### src/design/distance_vector_route_table_defines.svh
// Assertion helpers used by the checks in the route table.
`ifndef DISTANCE_VECTOR_ROUTE_TABLE_DEFINES_SVH
`define DISTANCE_VECTOR_ROUTE_TABLE_DEFINES_SVH

// A condition that must hold at every clock edge out of reset.
`define DVRT_ASSERT_ALWAYS(lbl, cond, msg) \
  lbl: assert property (@(posedge clk_i) disable iff (!rst_ni) (cond)) else $error(msg);

// A trigger that forces a condition at the following clock edge.
`define DVRT_ASSERT_NEXT(lbl, trig, cond, msg) \
  lbl: assert property (@(posedge clk_i) disable iff (!rst_ni) (trig) |=> (cond)) \
    else $error(msg);

`endif

### src/design/dvrt_pkg.sv
package dvrt_pkg;

  // Default geometry of the table.
  localparam int unsigned TableDepthDefault = 16;
  localparam int unsigned PathHopsDefault   = 8;

  // Configuration port.
  localparam int unsigned AddrWidth   = 3;
  localparam logic [15:0] InfResetVal = 16'd999;

  typedef enum logic [0:0] {
    REG_MY_ID    = 1'b0,
    REG_INFINITY = 1'b1
  } reg_idx_e;

  typedef enum logic [2:0] {
    OP_INIT  = 3'd0,
    OP_ADD   = 3'd1,
    OP_ROUTE = 3'd2,
    OP_DEAD  = 3'd3,
    OP_DUMP  = 3'd4
  } opcode_e;

  typedef enum logic [2:0] {
    S_IDLE   = 3'b001,
    S_SCAN   = 3'b010,
    S_STATUS = 3'b100
  } state_e;

  // One stored route.
  typedef struct packed {
    logic [3:0]  dest;
    logic [3:0]  hop;
    logic [15:0] cost;
    logic [3:0]  plen;
    logic [31:0] path;
  } entry_t;

  // One result word.
  typedef struct packed {
    logic [3:0]  out_dest;
    logic [3:0]  out_next_hop;
    logic [15:0] out_cost;
    logic [3:0]  out_path_len;
    logic [31:0] out_path;
    logic        changed;
    logic        table_full;
    logic        last;
  } result_t;

endpackage

### src/design/dvrt_in_if.sv
interface dvrt_in_if;
  logic        valid;
  logic        ready;
  logic [2:0]  opcode;
  logic [3:0]  nbr_id;
  logic [15:0] link_cost;
  logic [3:0]  dest_id;
  logic [15:0] route_cost;
  logic [2:0]  route_path_len;
  logic [27:0] route_path;

  modport source (
    output valid, opcode, nbr_id, link_cost, dest_id, route_cost, route_path_len,
    route_path,
    input  ready
  );
  modport sink (
    input  valid, opcode, nbr_id, link_cost, dest_id, route_cost, route_path_len,
    route_path,
    output ready
  );
endinterface

### src/design/dvrt_out_if.sv
interface dvrt_out_if;
  logic        valid;
  logic        ready;
  logic [3:0]  out_dest;
  logic [3:0]  out_next_hop;
  logic [15:0] out_cost;
  logic [3:0]  out_path_len;
  logic [31:0] out_path;
  logic        changed;
  logic        table_full;
  logic        last;

  modport source (
    output valid, out_dest, out_next_hop, out_cost, out_path_len, out_path, changed,
    table_full, last,
    input  ready
  );
  modport sink (
    input  valid, out_dest, out_next_hop, out_cost, out_path_len, out_path, changed,
    table_full, last,
    output ready
  );
endinterface

### src/design/dvrt_cell.sv
module dvrt_cell (
  input  logic            clk_i,
  input  logic            shift_i,
  input  dvrt_pkg::entry_t d_i,
  output dvrt_pkg::entry_t q_o
);

  dvrt_pkg::entry_t entry_q;

  // Take the neighbor's entry whenever the ring advances.
  always_ff @(posedge clk_i) begin
    if (shift_i) begin
      entry_q <= d_i;
    end
  end

  assign q_o = entry_q;

endmodule

### src/design/distance_vector_route_table.sv
// Distance-vector route table. The routes live in a ring of TABLE_DEPTH cells
// that rotates by one place per cycle while a command runs, unless a dump is
// held by the output side; the entry at the head is examined and rewritten by
// a single update unit and then passed on to the tail. Every command makes one
// full turn of the ring; all but a dump then go through the status state,
// which issues the status word and frees the input. A dump delivers one entry
// per cycle while the output side keeps up and frees the input right after its
// turn. A new word is taken only when the previous one is finished.
// The table needs no clearing pass after reset; only entries below the entry
// count are ever read. Registers: my_id at byte address 0, infinity_cost at 4.
`include "distance_vector_route_table_defines.svh"

module distance_vector_route_table #(
  parameter int unsigned TABLE_DEPTH = dvrt_pkg::TableDepthDefault,
  parameter int unsigned PATH_HOPS   = dvrt_pkg::PathHopsDefault
) (
  input  logic                           clk_i,
  input  logic                           rst_ni,
  dvrt_in_if.sink                        in_i,
  dvrt_out_if.source                     out_o,
  input  logic                           psel,
  input  logic                           penable,
  input  logic                           pwrite,
  input  logic [dvrt_pkg::AddrWidth-1:0] paddr,
  input  logic [31:0]                    pwdata,
  output logic [31:0]                    prdata,
  output logic                           pready
);

  localparam int unsigned CW = $clog2(TABLE_DEPTH + 1);
  localparam int unsigned SW = $clog2(TABLE_DEPTH);
  localparam logic [SW-1:0] LastStep = SW'(TABLE_DEPTH - 1);
  localparam logic [CW-1:0] DepthCnt = CW'(TABLE_DEPTH);
  localparam logic [2:0]    HopMax   = 3'(PATH_HOPS - 1);

  // Configuration registers.
  logic [3:0]  my_id_q;
  logic [15:0] inf_q;
  logic        cfg_wr;

  assign cfg_wr = psel && penable && pwrite;
  assign pready = 1'b1;
  assign prdata = (paddr[2] == dvrt_pkg::REG_INFINITY) ? {16'b0, inf_q} : {28'b0, my_id_q};

  always_ff @(posedge clk_i or negedge rst_ni) begin
    if (!rst_ni) begin
      my_id_q <= '0;
      inf_q   <= dvrt_pkg::InfResetVal;
    end else if (cfg_wr) begin
      if (paddr[2] == dvrt_pkg::REG_INFINITY) begin
        inf_q <= pwdata[15:0];
      end else begin
        my_id_q <= pwdata[3:0];
      end
    end
  end

  // Control state.
  dvrt_pkg::state_e  state_q, state_d;
  logic [CW-1:0]     count_q, count_d;
  logic [SW-1:0]     step_q, step_d;
  logic              found_q, found_d;
  logic              chg_q, chg_d;
  logic              out_valid_q, out_valid_d;
  dvrt_pkg::result_t out_q, out_d;

  // Latched command.
  dvrt_pkg::opcode_e op_q;
  logic [3:0]        sender_q, dest_q;
  logic [15:0]       sum_q, rclamp_q;
  logic [2:0]        alen_q;
  logic [27:0]       apath_q;
  logic              has_self_q;

  logic              accept;
  assign in_i.ready = (state_q == dvrt_pkg::S_IDLE);
  assign accept     = in_i.valid && in_i.ready;

  // Prepare the advertised route at acceptance.
  logic [16:0] raw_sum;
  logic [2:0]  alen_sat;
  logic [27:0] apath_mask;
  logic        self_hit;

  always_comb begin
    raw_sum    = {1'b0, in_i.link_cost} + {1'b0, in_i.route_cost};
    alen_sat   = (in_i.route_path_len > HopMax) ? HopMax : in_i.route_path_len;
    apath_mask = '0;
    self_hit   = 1'b0;
    for (int x = 0; x < 7; x++) begin
      if (3'(x) < alen_sat) begin
        apath_mask[4*x +: 4] = in_i.route_path[4*x +: 4];
        if (in_i.route_path[4*x +: 4] == my_id_q) begin
          self_hit = 1'b1;
        end
      end
    end
  end

  always_ff @(posedge clk_i) begin
    if (accept) begin
      op_q       <= dvrt_pkg::opcode_e'(in_i.opcode);
      sender_q   <= in_i.nbr_id;
      dest_q     <= in_i.dest_id;
      sum_q      <= (raw_sum > {1'b0, inf_q}) ? inf_q : raw_sum[15:0];
      rclamp_q   <= (in_i.route_cost > inf_q) ? inf_q : in_i.route_cost;
      alen_q     <= alen_sat;
      apath_q    <= apath_mask;
      has_self_q <= self_hit;
    end
  end

  // Ring of cells.
  dvrt_pkg::entry_t cell_q [TABLE_DEPTH];
  dvrt_pkg::entry_t new_head;
  logic             shift;

  for (genvar i = 0; i < TABLE_DEPTH; i++) begin : g_cell
    if (i == TABLE_DEPTH - 1) begin : g_tail
      dvrt_cell u_cell (.clk_i(clk_i), .shift_i(shift), .d_i(new_head), .q_o(cell_q[i]));
    end else begin : g_body
      dvrt_cell u_cell (.clk_i(clk_i), .shift_i(shift), .d_i(cell_q[i+1]), .q_o(cell_q[i]));
    end
  end

  // Update unit at the head of the ring.
  dvrt_pkg::entry_t head;
  logic [CW-1:0]    k_ext;
  logic             in_range, append_slot, mismatch, dump_emit, stall;
  logic [31:0]      npath;

  always_comb begin
    head        = cell_q[0];
    new_head    = head;
    k_ext       = CW'(step_q);
    in_range    = k_ext < count_q;
    append_slot = (k_ext == count_q) && !found_q;
    npath       = {apath_q, my_id_q};
    mismatch    = 1'b0;
    for (int x = 0; x < 7; x++) begin
      if (3'(x) < alen_q && head.path[4*(x+1) +: 4] != apath_q[4*x +: 4]) begin
        mismatch = 1'b1;
      end
    end

    count_d     = count_q;
    found_d     = found_q;
    chg_d       = chg_q;
    state_d     = state_q;
    step_d      = step_q;
    out_valid_d = out_valid_q && !out_o.ready;
    out_d       = out_q;
    shift       = 1'b0;

    dump_emit = (op_q == dvrt_pkg::OP_DUMP) &&
                (in_range || (count_q == '0 && step_q == '0));
    stall     = dump_emit && out_valid_q && !out_o.ready;

    case (state_q)
      dvrt_pkg::S_IDLE: begin
        if (accept) begin
          state_d = dvrt_pkg::S_SCAN;
          step_d  = '0;
          found_d = 1'b0;
          chg_d   = 1'b0;
        end
      end
      dvrt_pkg::S_SCAN: begin
        if (!stall) begin
          shift  = 1'b1;
          step_d = step_q + 1'b1;
          case (op_q)
            dvrt_pkg::OP_INIT: begin
              if (step_q == '0) begin
                new_head = '{dest: my_id_q, hop: my_id_q, cost: '0, plen: 4'd1,
                             path: {28'b0, my_id_q}};
                count_d  = CW'(1);
                chg_d    = 1'b1;
              end
            end
            dvrt_pkg::OP_ADD: begin
              if (append_slot) begin
                new_head = '{dest: dest_q, hop: dest_q, cost: rclamp_q, plen: 4'd2,
                             path: {24'b0, dest_q, my_id_q}};
                count_d  = count_q + 1'b1;
                found_d  = 1'b1;
                chg_d    = 1'b1;
              end
            end
            dvrt_pkg::OP_ROUTE: begin
              if (in_range && !found_q && head.dest == dest_q) begin
                found_d = 1'b1;
                if (sender_q == head.hop) begin
                  if (mismatch) begin
                    chg_d = 1'b1;
                  end
                  if (sum_q != head.cost) begin
                    new_head.cost = sum_q;
                    new_head.plen = {1'b0, alen_q} + 4'd1;
                    new_head.path = npath;
                    chg_d         = 1'b1;
                  end
                end
                if (!has_self_q && new_head.cost > sum_q) begin
                  new_head.cost = sum_q;
                  new_head.plen = {1'b0, alen_q} + 4'd1;
                  new_head.path = npath;
                  new_head.hop  = sender_q;
                  chg_d         = 1'b1;
                end
              end else if (append_slot) begin
                new_head = '{dest: dest_q, hop: sender_q, cost: sum_q,
                             plen: {1'b0, alen_q} + 4'd1, path: npath};
                count_d  = count_q + 1'b1;
                found_d  = 1'b1;
                chg_d    = 1'b1;
              end
            end
            dvrt_pkg::OP_DEAD: begin
              if (in_range && head.hop == sender_q) begin
                if (head.cost != inf_q) begin
                  chg_d = 1'b1;
                end
                new_head.cost = inf_q;
              end
            end
            default: begin
            end
          endcase
          // Dump words leave straight from the head.
          if (dump_emit) begin
            out_valid_d = 1'b1;
            out_d       = '0;
            out_d.last  = 1'b1;
            if (in_range) begin
              out_d.out_dest     = head.dest;
              out_d.out_next_hop = head.hop;
              out_d.out_cost     = head.cost;
              out_d.out_path_len = head.plen;
              out_d.out_path     = head.path;
              out_d.last         = (k_ext + 1'b1) == count_q;
            end
          end
          if (step_q == LastStep) begin
            state_d = (op_q == dvrt_pkg::OP_DUMP) ? dvrt_pkg::S_IDLE : dvrt_pkg::S_STATUS;
          end
        end
      end
      dvrt_pkg::S_STATUS: begin
        if (!out_valid_q || out_o.ready) begin
          out_valid_d      = 1'b1;
          out_d            = '0;
          out_d.changed    = chg_q;
          out_d.table_full = ((op_q == dvrt_pkg::OP_ADD) || (op_q == dvrt_pkg::OP_ROUTE)) &&
                             !found_q;
          out_d.last       = 1'b1;
          state_d          = dvrt_pkg::S_IDLE;
        end
      end
      default: begin
        state_d = dvrt_pkg::S_IDLE;
      end
    endcase
  end

  always_ff @(posedge clk_i or negedge rst_ni) begin
    if (!rst_ni) begin
      state_q     <= dvrt_pkg::S_IDLE;
      count_q     <= '0;
      out_valid_q <= 1'b0;
    end else begin
      state_q     <= state_d;
      count_q     <= count_d;
      out_valid_q <= out_valid_d;
    end
  end

  always_ff @(posedge clk_i) begin
    step_q  <= step_d;
    found_q <= found_d;
    chg_q   <= chg_d;
    out_q   <= out_d;
  end

  // Output word.
  assign out_o.valid        = out_valid_q;
  assign out_o.out_dest     = out_q.out_dest;
  assign out_o.out_next_hop = out_q.out_next_hop;
  assign out_o.out_cost     = out_q.out_cost;
  assign out_o.out_path_len = out_q.out_path_len;
  assign out_o.out_path     = out_q.out_path;
  assign out_o.changed      = out_q.changed;
  assign out_o.table_full   = out_q.table_full;
  assign out_o.last         = out_q.last;

  // Checks.
  `DVRT_ASSERT_ALWAYS(a_count_bound, count_q <= DepthCnt, "entry count beyond table depth")
  `DVRT_ASSERT_ALWAYS(a_more_words, !(out_valid_q && !out_q.last) || state_q == dvrt_pkg::S_SCAN, "non-final word without a dump in progress")
  `DVRT_ASSERT_NEXT(a_scan_start, accept, state_q == dvrt_pkg::S_SCAN && step_q == '0, "accepted word did not start a scan")

endmodule

### src/flat_wrapper.sv
// flat-port wrapper written by rule: the top's interface ports become plain ports
module distance_vector_route_table_flat 
#(
  parameter int unsigned TABLE_DEPTH = dvrt_pkg::TableDepthDefault,
  parameter int unsigned PATH_HOPS   = dvrt_pkg::PathHopsDefault
)
  (clk_i, rst_ni, psel, penable, pwrite, paddr, pwdata, prdata, pready, in_i_valid, in_i_opcode, in_i_nbr_id, in_i_link_cost, in_i_dest_id, in_i_route_cost, in_i_route_path_len, in_i_route_path, in_i_ready, out_o_valid, out_o_out_dest, out_o_out_next_hop, out_o_out_cost, out_o_out_path_len, out_o_out_path, out_o_changed, out_o_table_full, out_o_last, out_o_ready);
  dvrt_in_if in_i_i ();
  dvrt_out_if out_o_i ();
  input  logic clk_i;
  input  logic rst_ni;
  input  logic psel;
  input  logic penable;
  input  logic pwrite;
  input  logic [dvrt_pkg::AddrWidth-1:0] paddr;
  input  logic [31:0] pwdata;
  output logic [31:0] prdata;
  output logic pready;
  input wire logic [$bits(in_i_i.valid)-1:0] in_i_valid;
  input wire logic [$bits(in_i_i.opcode)-1:0] in_i_opcode;
  input wire logic [$bits(in_i_i.nbr_id)-1:0] in_i_nbr_id;
  input wire logic [$bits(in_i_i.link_cost)-1:0] in_i_link_cost;
  input wire logic [$bits(in_i_i.dest_id)-1:0] in_i_dest_id;
  input wire logic [$bits(in_i_i.route_cost)-1:0] in_i_route_cost;
  input wire logic [$bits(in_i_i.route_path_len)-1:0] in_i_route_path_len;
  input wire logic [$bits(in_i_i.route_path)-1:0] in_i_route_path;
  output wire logic [$bits(in_i_i.ready)-1:0] in_i_ready;
  output wire logic [$bits(out_o_i.valid)-1:0] out_o_valid;
  output wire logic [$bits(out_o_i.out_dest)-1:0] out_o_out_dest;
  output wire logic [$bits(out_o_i.out_next_hop)-1:0] out_o_out_next_hop;
  output wire logic [$bits(out_o_i.out_cost)-1:0] out_o_out_cost;
  output wire logic [$bits(out_o_i.out_path_len)-1:0] out_o_out_path_len;
  output wire logic [$bits(out_o_i.out_path)-1:0] out_o_out_path;
  output wire logic [$bits(out_o_i.changed)-1:0] out_o_changed;
  output wire logic [$bits(out_o_i.table_full)-1:0] out_o_table_full;
  output wire logic [$bits(out_o_i.last)-1:0] out_o_last;
  input wire logic [$bits(out_o_i.ready)-1:0] out_o_ready;
  assign in_i_i.valid = in_i_valid;
  assign in_i_i.opcode = in_i_opcode;
  assign in_i_i.nbr_id = in_i_nbr_id;
  assign in_i_i.link_cost = in_i_link_cost;
  assign in_i_i.dest_id = in_i_dest_id;
  assign in_i_i.route_cost = in_i_route_cost;
  assign in_i_i.route_path_len = in_i_route_path_len;
  assign in_i_i.route_path = in_i_route_path;
  assign in_i_ready = in_i_i.ready;
  assign out_o_valid = out_o_i.valid;
  assign out_o_out_dest = out_o_i.out_dest;
  assign out_o_out_next_hop = out_o_i.out_next_hop;
  assign out_o_out_cost = out_o_i.out_cost;
  assign out_o_out_path_len = out_o_i.out_path_len;
  assign out_o_out_path = out_o_i.out_path;
  assign out_o_changed = out_o_i.changed;
  assign out_o_table_full = out_o_i.table_full;
  assign out_o_last = out_o_i.last;
  assign out_o_i.ready = out_o_ready;
  distance_vector_route_table #(.TABLE_DEPTH(TABLE_DEPTH), .PATH_HOPS(PATH_HOPS)) u_core (.clk_i(clk_i), .rst_ni(rst_ni), .in_i(in_i_i), .out_o(out_o_i), .psel(psel), .penable(penable), .pwrite(pwrite), .paddr(paddr), .pwdata(pwdata), .prdata(prdata), .pready(pready));
endmodule
### config.mk
export PLATFORM = sky130hd
export DESIGN_NAME = distance_vector_route_table_flat
export DESIGN_NICKNAME = d
export VERILOG_FILES = /design/src/design/dvrt_pkg.sv /design/src/design/dvrt_in_if.sv /design/src/design/dvrt_out_if.sv /design/src/design/dvrt_cell.sv /design/src/design/distance_vector_route_table.sv /design/src/flat_wrapper.sv
export VERILOG_INCLUDE_DIRS = /design/src /design/src/design
export SDC_FILE = /design/constraint.sdc
export NUM_CORES = 1
export LEC_CHECK = 0
export ABC_CLOCK_PERIOD_IN_PS = 31800
export BUFFER_PORTS_ARGS = -buffer_cell sky130_fd_sc_hd__buf_2
export CAP_MARGIN = 20
export CORE_MARGIN = 10
export CORE_UTILIZATION = 30
export CTS_BUF_LIST = sky130_fd_sc_hd__clkbuf_4 sky130_fd_sc_hd__clkbuf_8
export CTS_CLUSTER_DIAMETER = 200
export CTS_CLUSTER_SIZE = 12
export DETAILED_ROUTE_END_ITERATION = 8
export PLACE_DENSITY = 0.47
export SETUP_SLACK_MARGIN = 0.3
export SYNTH_ARGS = -nofsm -noshare
export SYNTH_HDL_FRONTEND = slang
export SYNTH_HIERARCHICAL = 1
export SYNTH_SLANG_ARGS = --single-unit
### constraint.sdc
create_clock -name clk_i -period 31.8 [get_ports clk_i]
set_input_delay 1.59 -clock clk_i [delete_from_list [all_inputs] [get_ports clk_i]]
set_output_delay 1.59 -clock clk_i [all_outputs]
set_load 0.1 [all_outputs]
### After elaboration in Yosys (flattened, before gate mapping)

Index checks and enable logic that the tools add are counted.

* bits in registers: 1133
* bits in latches: 0
* bits in writable memories: 0
* memory bits (read-only): 0
* input port bits: 116
* output and inout bits: 98
* word-level logic and storage cells: 307
* memories kept: 0

* add/sub/neg operators: 5
* multipliers: 0
* div/mod/pow operators: 0
* $lt $le $gt $ge: 19
* equality and inequality tests: 43
* shift-type cells: 0
* mux-type cells: 86
* bitwise gates (word level): 2
* reductions and logical operators: 42

Operators by type and width (number)
* 60-bit 2-to-1 mux: 6
* 52-bit 2-to-1 mux: 6
* 63-bit 2-to-1 mux: 3
* 63-bit case mux with 2 select lines: 1
* 56-bit 2-to-1 mux: 2
* 36-bit case mux with 3 select lines: 1
* 16-bit 2-to-1 mux: 4
* 16-bit case mux with 4 select lines: 1
* 1-bit 2-to-1 mux: 41
* 4-bit equality test: 10
* 16-bit > comparator: 2
* 16-bit inequality test: 2
* 4-bit inequality test: 7
* 8-bit case mux with 3 select lines: 1
* 1-bit logical AND: 21
* 3-bit less-than comparator (first input constant): 6
* 3-bit 2-to-1 mux: 6
* 16-bit by 16-bit adder with 17-bit output: 1
* 17-bit by 16-bit > comparator with 1-bit output: 1
* 5-bit 2-to-1 mux: 3
* 5-bit case mux with 3 select lines: 1
* 1-bit by 3-bit less-than comparator with 1-bit output (first input constant): 4
* 2-bit by 3-bit less-than comparator with 1-bit output (first input constant): 4
* 4-bit 2-to-1 mux: 3
* other kinds (36): 60

### Logic depth before layout (Yosys ltp)

Gate-level depths: netlist (run 1).

* depth in word-level cells: 17
* mapped depth: 18
* mapped depth without buffers: 15

### Modules after synthesis

Netlist (run 1), hierarchy kept.

By module, submodules not included
* dvrt_cell: times used 16, cells each 60, area an instance 1801.7 µm², sequential area each 1801.7 µm²
* distance_vector_route_table: times used 1, cells each 1203, area an instance 12613.3 µm², sequential area each 5061.1 µm²

### Worst setup path before layout (run 1)

OpenSTA, ideal clock, no wires.

* kind: input-to-reg
* start: input out_o_ready
* end: register u_core.chg_q, enable pin
* library setup time: 0.378 ns
* arrival: 24.592 ns
* required time: 31.422 ns
* slack: 6.829 ns
* stages on the path: 4
* buffers on the path: 0
* path through: nand2b_1 -> o21a_1 -> nor2_1 -> a211oi_1

* cells in the longest elaborated chain, start to end: 4

RTL lines
* from (decl): line flat_wrapper.sv:37 `input wire logic [$bits(out_o_i.ready)-1:0] out_o_ready;`
* 1-bit logical NOT: line distance_vector_route_table.sv:157 `stall = dump_emit && out_valid_q && !out_o.ready;`
* 1-bit logical AND: line distance_vector_route_table.sv:157
* 2-bit inequality test (no line)
* 9-bit AND reduction (no line)
* to (signal assigned): line distance_vector_route_table.sv:281 `chg_q <= chg_d;`
* to (decl): line distance_vector_route_table.sv:63 `logic chg_q, chg_d;`

No other way between the ends.
A chain may end at the register's enable or synchronous reset.

### Final worst setup path (run 1)

* start: input in_i_route_cost[0]
* end: register u_core.sum_q[10], data pin

* cells in the longest elaborated chain, start to end: 3

RTL lines
* from (decl): line flat_wrapper.sv:24 `input wire logic [$bits(in_i_i.route_cost)-1:0] in_i_route_cost;`
* 16-bit by 16-bit adder with 17-bit output *: line distance_vector_route_table.sv:86 `raw_sum = {1'b0, in_i.link_cost} + {1'b0, in_i.route_cost};`
* 17-bit by 16-bit > comparator with 1-bit output: line distance_vector_route_table.sv:105 `sum_q <= (raw_sum > {1'b0, inf_q}) ? inf_q : raw_sum[15:0];`
* 16-bit 2-to-1 mux *: line distance_vector_route_table.sv:105
* to (signal assigned): line distance_vector_route_table.sv:105
* to (decl): line distance_vector_route_table.sv:70 `logic [15:0] sum_q, rclamp_q;`

Every way passes the cells marked *; elsewhere a longest branch is shown, timed or not.

==> metrics.yaml, run 1 <==
synth_cell_types: 73
ys_async_sr_fraction_pct: 2.56
start_util_pct: 30.2
netlist_area_um2: 41400
post_cts_buffers: 0
path_clk_slew_ns: 0.08
setup_viol: 0
die_y_um: 392
avgSynthCellArea_um2: 19.2
layout_setup_ws_ns: 25.99
slew_viol_final: 0
grt_pass1_wl_um: 129000
outcome: "completed"
layout_common_cells: "edfxtp_1 (1104), buf_2 (178), clkbuf_8 (105), and2_1 (87), mux2_2 (75)"
wl_um: 87400
place_hpwl_um: 58000
dr.pass1.iters: 5
r2r-start: "u_core/g_cell[0].g_body.u_cell/q_o[50]"
synth_edf_count: 1104
cp_slowest_cell: "o21a_1"
ys_seq_elements: 1133
placementRows: 136
cts_buffers: 104
relSlewSlack_pct: 21.6
route.vias.total: 19481
fin_skew_ns: 0.0865
yosysWarnings: 6
gp_congestion: 0.831
power.density_nw_per_um2: 80.7
hold_buffers: 0
crit_path_end_kind: "register"
drv_cap: 0
yosys_most_used_dff: "edfxtp_1"
fin_crit_sh_pct: 18.3
peakVddDrop_mv: 0.0540
final_nets: 2596
cp-startpoint: "in_i_route_cost[0]"
syn_inst: 2163
post_drt_via_cell_ratio: 4.60
start_kind: "input port"
root_buffer: "clkbuf_8"
grt.total_usage_pct: 11.1
dr.first_iter.drc_count: 1652
drive_above_1_share_pct: 19.0
core_um2: 137000
cts_sinks: 1133
hp-class: "register to register"
slowest_delay_ns: 0.72
tns_ns: 0
critical_path_arrival_ns: 6.33
num_io_pins: 214
cts_buffer_depth: 3
rsz0062_at_grt: "no"
clk_latency_ns: 0.82
cts_resized: 0
cts_tree: "yes"
finalHoldViolations: 0
numPortBuffers: 178
wire_per_inst_um: 20.6
cellLeakagePower_nw: 15.3
fp.dieW_um: 392
final_common_cell: "edfxtp_1"
antenna_found_initial: 19
hold_ws_ns: 0.375
syn_to_final_growth_pct: 11.9
clock.fmax_mhz: 172
path_cells: "buf_2 > ha_1 > fa_1 > a211oi_1 > o211ai_1 > a221oi_1 > o21bai_1 > a211oi_1 > nor2_1 > ha_1 > a2111oi_0 > a21oi_1 > a2111oi_0 > o21a_1 > mux2_2"
h-tree-depth: 3
path_class: "input port to register"
grt.overflow.total: 0
dp_slack_ns: 25.24
min_from: "u_core/g_cell[5].g_body.u_cell/q_o[58]"
ant_nets: 0
first_global_vias: 19812
crit_fanout: 16
die_area_um2: 153000
worst_slew_pin_slew_ns: 1.18
yosysSeqAreaShare_pct: 81.8
r2r_setup_slack_ns: 26.25
grt_start_max_net_pins: 202
period_minus_slack_ns: 5.81
drcViolationCount: 0
required_ns: 32.32
through the flow:
stage / std cells / utilization, % / power [W] / cell area, µm²
floorplan: 2178 / - / 0.00304 / 41500
global placement: 4088 / 32.4 / 0.00294 / 44400
detailed placement: 4088 / 32.4 / 0.00297 / 44400
CTS: 4231 / 33.6 / 0.00381 / 46200
global route: 4238 / 33.8 / 0.00395 / 46400
finish: 4239 / 33.8 / 0.00374 / 46400
synth_stat cells, types with 11 or more instances:
cell / number / share of area, %
xnor2_1: 39 / 0.82
ha_1: 73 / 2.2
nand3_1: 13 / 0.16
buf_4: 20 / 0.36
nand4_1: 16 / 0.24
and3_1: 14 / 0.21
o21ai_0: 40 / 0.48
mux2_2: 75 / 2.0
mux2i_1: 36 / 0.87
a21oi_1: 39 / 0.47
nor2b_1: 22 / 0.33
nor2_1: 50 / 0.45
o221ai_1: 17 / 0.36
nand2_1: 38 / 0.34
a22o_1: 29 / 0.61
nor4_1: 17 / 0.26
and2_1: 88 / 1.3
xor2_1: 74 / 1.6
nor3_1: 18 / 0.22
buf_2: 11 / 0.13
edfxtp_1: 1104 / 80
o22ai_1: 20 / 0.30
inv_1: 53 / 0.48
clkbuf_1: 55 / 0.50
dfrtp_1: 20 / 1.2
a22oi_1: 18 / 0.33
worst max-delay path: cells and delay by family:
family | cells | cell delay (ns)
buffers and inverters | 1 | 0.13
and+or+nand+nor | 1 | 0.11
AOI/OAI and AO/OA | 9 | 3.10
muxes | 1 | 0.42
adders and majority gates | 3 | 0.98
state kept, by name, summed over array words and instances, names as in the netlist, 5 cells and up:
| signal | cells |
|---|---|
| u_core/count_q | 5 |
| u_core/inf_q | 16 |
| u_core/out_o.out_path | 32 |
| u_core/rclamp_q | 16 |
| u_core/g_cell.g_tail.u_cell/q_o | 60 |
| u_core/g_cell.g_body.u_cell/q_o | 900 |
| u_core/out_o.out_cost | 16 |
| u_core/apath_q | 28 |
| u_core/sum_q | 16 |
cells by family (layout without fill, tap and decap cells):
logic type,after synthesis,in the layout,synth area share (%)
xor+xnor,113,113,2.39
compound gates,277,277,4.89
simple gates,309,309,4.20
flops,1133,1133,81.8
mux,111,111,2.91
buf+inv,144,409,1.57
other cells,2,19,0.0181
fa+ha+maj,74,74,2.25
final timing paths:
check                                                          endpoint  cells past startpoint
worst min-delay path             u_core/g_cell[4].g_body.u_cell/q_o[58]                      0
worst max-delay path                                   u_core/sum_q[10]                     15
worst min register to register   u_core/g_cell[4].g_body.u_cell/q_o[58]                      0
max in group asynchronous                            u_core/out_o.valid                      1
min in group asynchronous                              u_core/inf_q[14]                      1
worst max register to register  u_core/g_cell[15].g_tail.u_cell/q_o[52]                     13
final cells by class:
class	count	area, µm²
Antenna cell	2	5.00
Clock buffer	137	1690
Timing Repair Buffer	213	1270
Clock inverter	6	77.6
Inverter	53	199
Sequential cell	1133	33900
Multi-Input combinational cell	901	6990
Tap cell	1794	2240
Fill cell	12951	91000
power by group:
part           switching (W)  internal (W)
clock               0.000469      0.000341
combinational       0.000525      0.000187
sequential          0.000133       0.00209
total                0.00113       0.00261
routing by layer:
layer	GRT usage [%]	up-vias	part of all wire, %
li1	-	8837	-
met5	0	-	0.058
met4	3.84	10	2.7
met2	16.7	533	44
met3	2.47	155	5.9
met1	15.9	9946	47
Power figures use the tool's default switching activity.
==> inputs of run 2 (changes only) <==
- ABC_CLOCK_PERIOD_IN_PS: 31800 -> 4900
- PLACE_DENSITY: 0.47 -> 0.48
- clock period: 31.8 -> 4.9 ns (I/O delays scaled with it)
==> run 2 against run 1 <==
Effect of this change: power grew to 6.6 times the previous value; via count grew 2.8%; first-iteration DRC count grew 0.48%; critical path type is now register to register; largest cell class unchanged; largest power group unchanged.
==> metrics.yaml, run 2 (synthesis gave the netlist of run 1 again) <==
die_y_um: 392  # unchanged
cp-startpoint: "u_core/sum_q[10]"
numPortBuffers: 178  # unchanged
power.density_nw_per_um2: 517  # +540%
cts_buffer_depth: 3  # unchanged
drcViolationCount: 0  # unchanged
fin_crit_sh_pct: 92.0
endpoint: "u_core/chg_q"
dp_slack_ns: 0.0888  # -25.15 ns
dpl_cell_area_um2: 44800  # +0.73%
critical_path_arrival_ns: 5.05  # -1.28 ns
outcome: "completed"
route.vias.total: 20031  # +2.8%
dr.pass1.iters: 5  # unchanged
drive_above_1_share_pct: 19.4  # +0.41 points
layout_setup_ws_ns: 0.392  # -25.60 ns
largest_reg_flops: 900  # unchanged
final_common_cell: "edfxtp_1"
first_global_vias: 20690  # +4.4%
regToRegEndpoint: "u_core/chg_q"
worst-r2r-cell-count: 14  # +1
ant_nets: 0  # unchanged
fillers: 12799  # -1.2%
required_ns: 5.44  # -26.88 ns
post_drt_via_cell_ratio: 4.60  # about the same
hp-class: "input port to register"
crit_fanout: 13  # -3
placementRows: 136  # unchanged
cts_buffers: 104  # unchanged
worst_slew_pin_slew_ns: 1.10  # -0.0766 ns
grt.overflow.total: 0  # unchanged
grt_start_max_net_pins: 152  # -25%
dr.first_iter.drc_count: 1660  # +0.48%
finish.instance_area_um2: 47500  # +2.5%
wire_per_inst_um: 20.6  # about the same
antenna_found_initial: 9  # -10
relSlewSlack_pct: 26.7  # +5.1 points
r2r-start: "u_core/sum_q[10]"
tns_ns: 0  # unchanged
path_clk_slew_ns: 0.10  # +0.02 ns
h-tree-depth: 3  # unchanged
slew_viol_final: 0  # unchanged
path_cells: "xor2_1 > nor4_2 > nand4_1 > nand2_4 > mux2_2 > ha_1 > a21oi_1 > o21ai_1 > a221o_1 > o31ai_4 > buf_12 > nand2_1 > a2111oi_0 > a211oi_1"
cellLeakagePower_nw: 15.8  # +3.5%
start_util_pct: 30.2  # unchanged
layout_common_cells: "edfxtp_1 (1104), buf_2 (178), clkbuf_8 (104), dlygate4sd3_1 (90), and2_1 (87)"
crit_path_end_kind: "register"
fin_skew_ns: 0.0674  # -0.0191 ns
path_class: "register to register"
clock.fmax_mhz: 222
num_io_pins: 214  # unchanged
peakVddDrop_mv: 0.497  # +820%
die_area_um2: 153000  # unchanged
fp.dieW_um: 392  # unchanged
wl_um: 89900  # +2.8%
min_from: "penable"
syn_to_final_growth_pct: 14.7
gp_congestion: 0.855  # +2.9%
period_minus_slack_ns: 4.51
cts_tree: "yes"
setup_viol: 0  # unchanged
total_power_w: 0.0246  # +560%
root_buffer: "clkbuf_8"
finalHoldViolations: 0  # unchanged
slowest_delay_ns: 0.69  # -0.03 ns
drv_cap: 0  # unchanged
rsz0062_at_grt: "no"
cts_sinks: 1133  # unchanged
clk_latency_ns: 0.82  # about the same
grt.total_usage_pct: 11.5  # +0.34 points
final_nets: 2710  # +4.4%
start_kind: "register"
grt_pass1_wl_um: 134000  # +3.7%
place_hpwl_um: 59300  # +2.1%
core_um2: 137000  # unchanged
r2r_setup_slack_ns: 0.39  # -25.86 ns
cp_slowest_cell: "a2111oi_0"
## run 2: cell types whose count changed in the layout (fill, tap and decap cells not counted), sizes merged
cell / delta
buf: +24
bufinv: +1
clkbuf: -3
clkinvlp: -1
diode: +3
dlygate4sd3: +90
inv: +2
## run 2: what timing repair did
action	in CTS	in global routing
buffers inserted	2	0
setup endpoints to repair	40	50
hold endpoints to repair	114	3
hold buffers	88	2
pin swaps	1	0
resized for setup	3	5
## run 2: final cells by class
type,instances,area (µm²),area share [%]
Antenna cell,5,12.5,0.0263
Inverter,53,199,0.419
Multi-Input combinational cell,901,7040,14.8
Clock buffer,134,1660,3.49
Sequential cell,1133,33900,71.3
Clock inverter,8,119,0.250
Timing Repair Buffer,327,2370,5.00
Tap cell,1794,2240,4.72
## run 2: power breakdown
| group | switching (W) | internal [W] |
|---|---|---|
| combinational | 0.00353 | 0.00135 |
| clock | 0.00308 | 0.00224 |
| sequential | 0.000835 | 0.0135 |
| total | 0.00744 | 0.0171 |
## run 2: worst max-delay path: cells and delay by family (launching register included)
| family | cells | cell delay, ns |
|---|---|---|
| muxes | 1 | 0.38 |
| AOI/OAI and AO/OA | 6 | 1.83 |
| adders and majority gates | 1 | 0.33 |
| and+or+nand+nor | 4 | 0.87 |
| buffers and inverters | 1 | 0.16 |
| DFF | 1 | 0.47 |
| xor gates and xnor gates | 1 | 0.21 |
## run 2: worst min-delay path by stage
| stage | endpoint | slack [ns] | cells after the start |
|---|---|---|---|
| after floorplan | u_core/count_q[0] | -0.05 | 0 |
| after global placement | u_core/inf_q[4] | 0.35 | 1 |
| after detailed placement | u_core/inf_q[13] | 0.37 | 1 |
| after CTS | u_core/op_q[1] | 0.04 | 2 |
| after global routing | u_core/inf_q[0] | 0.05 | 4 |
| final | u_core/inf_q[0] | 0.1 | 4 |
## run 2: stage by stage
step | utilization, % | cells | hold slack (ns)
after CTS | 34.6 | 4347 | 0.0354
after floorplan | - | 2178 | -0.0506
after global placement | 32.6 | 4115 | 0.349
after detailed placement | 32.6 | 4115 | 0.371
final | 34.6 | 4355 | 0.0956
after global routing | 34.6 | 4352 | 0.0470
## run 2: per-layer routing
layer	vias to the layer above	wire [µm]	global-route usage (%)
met5	-	12	0
met4	2	2550	3.62
li1	9061	-	-
met3	162	4350	2.35
met2	517	40000	17.4
met1	10289	43000	16.5
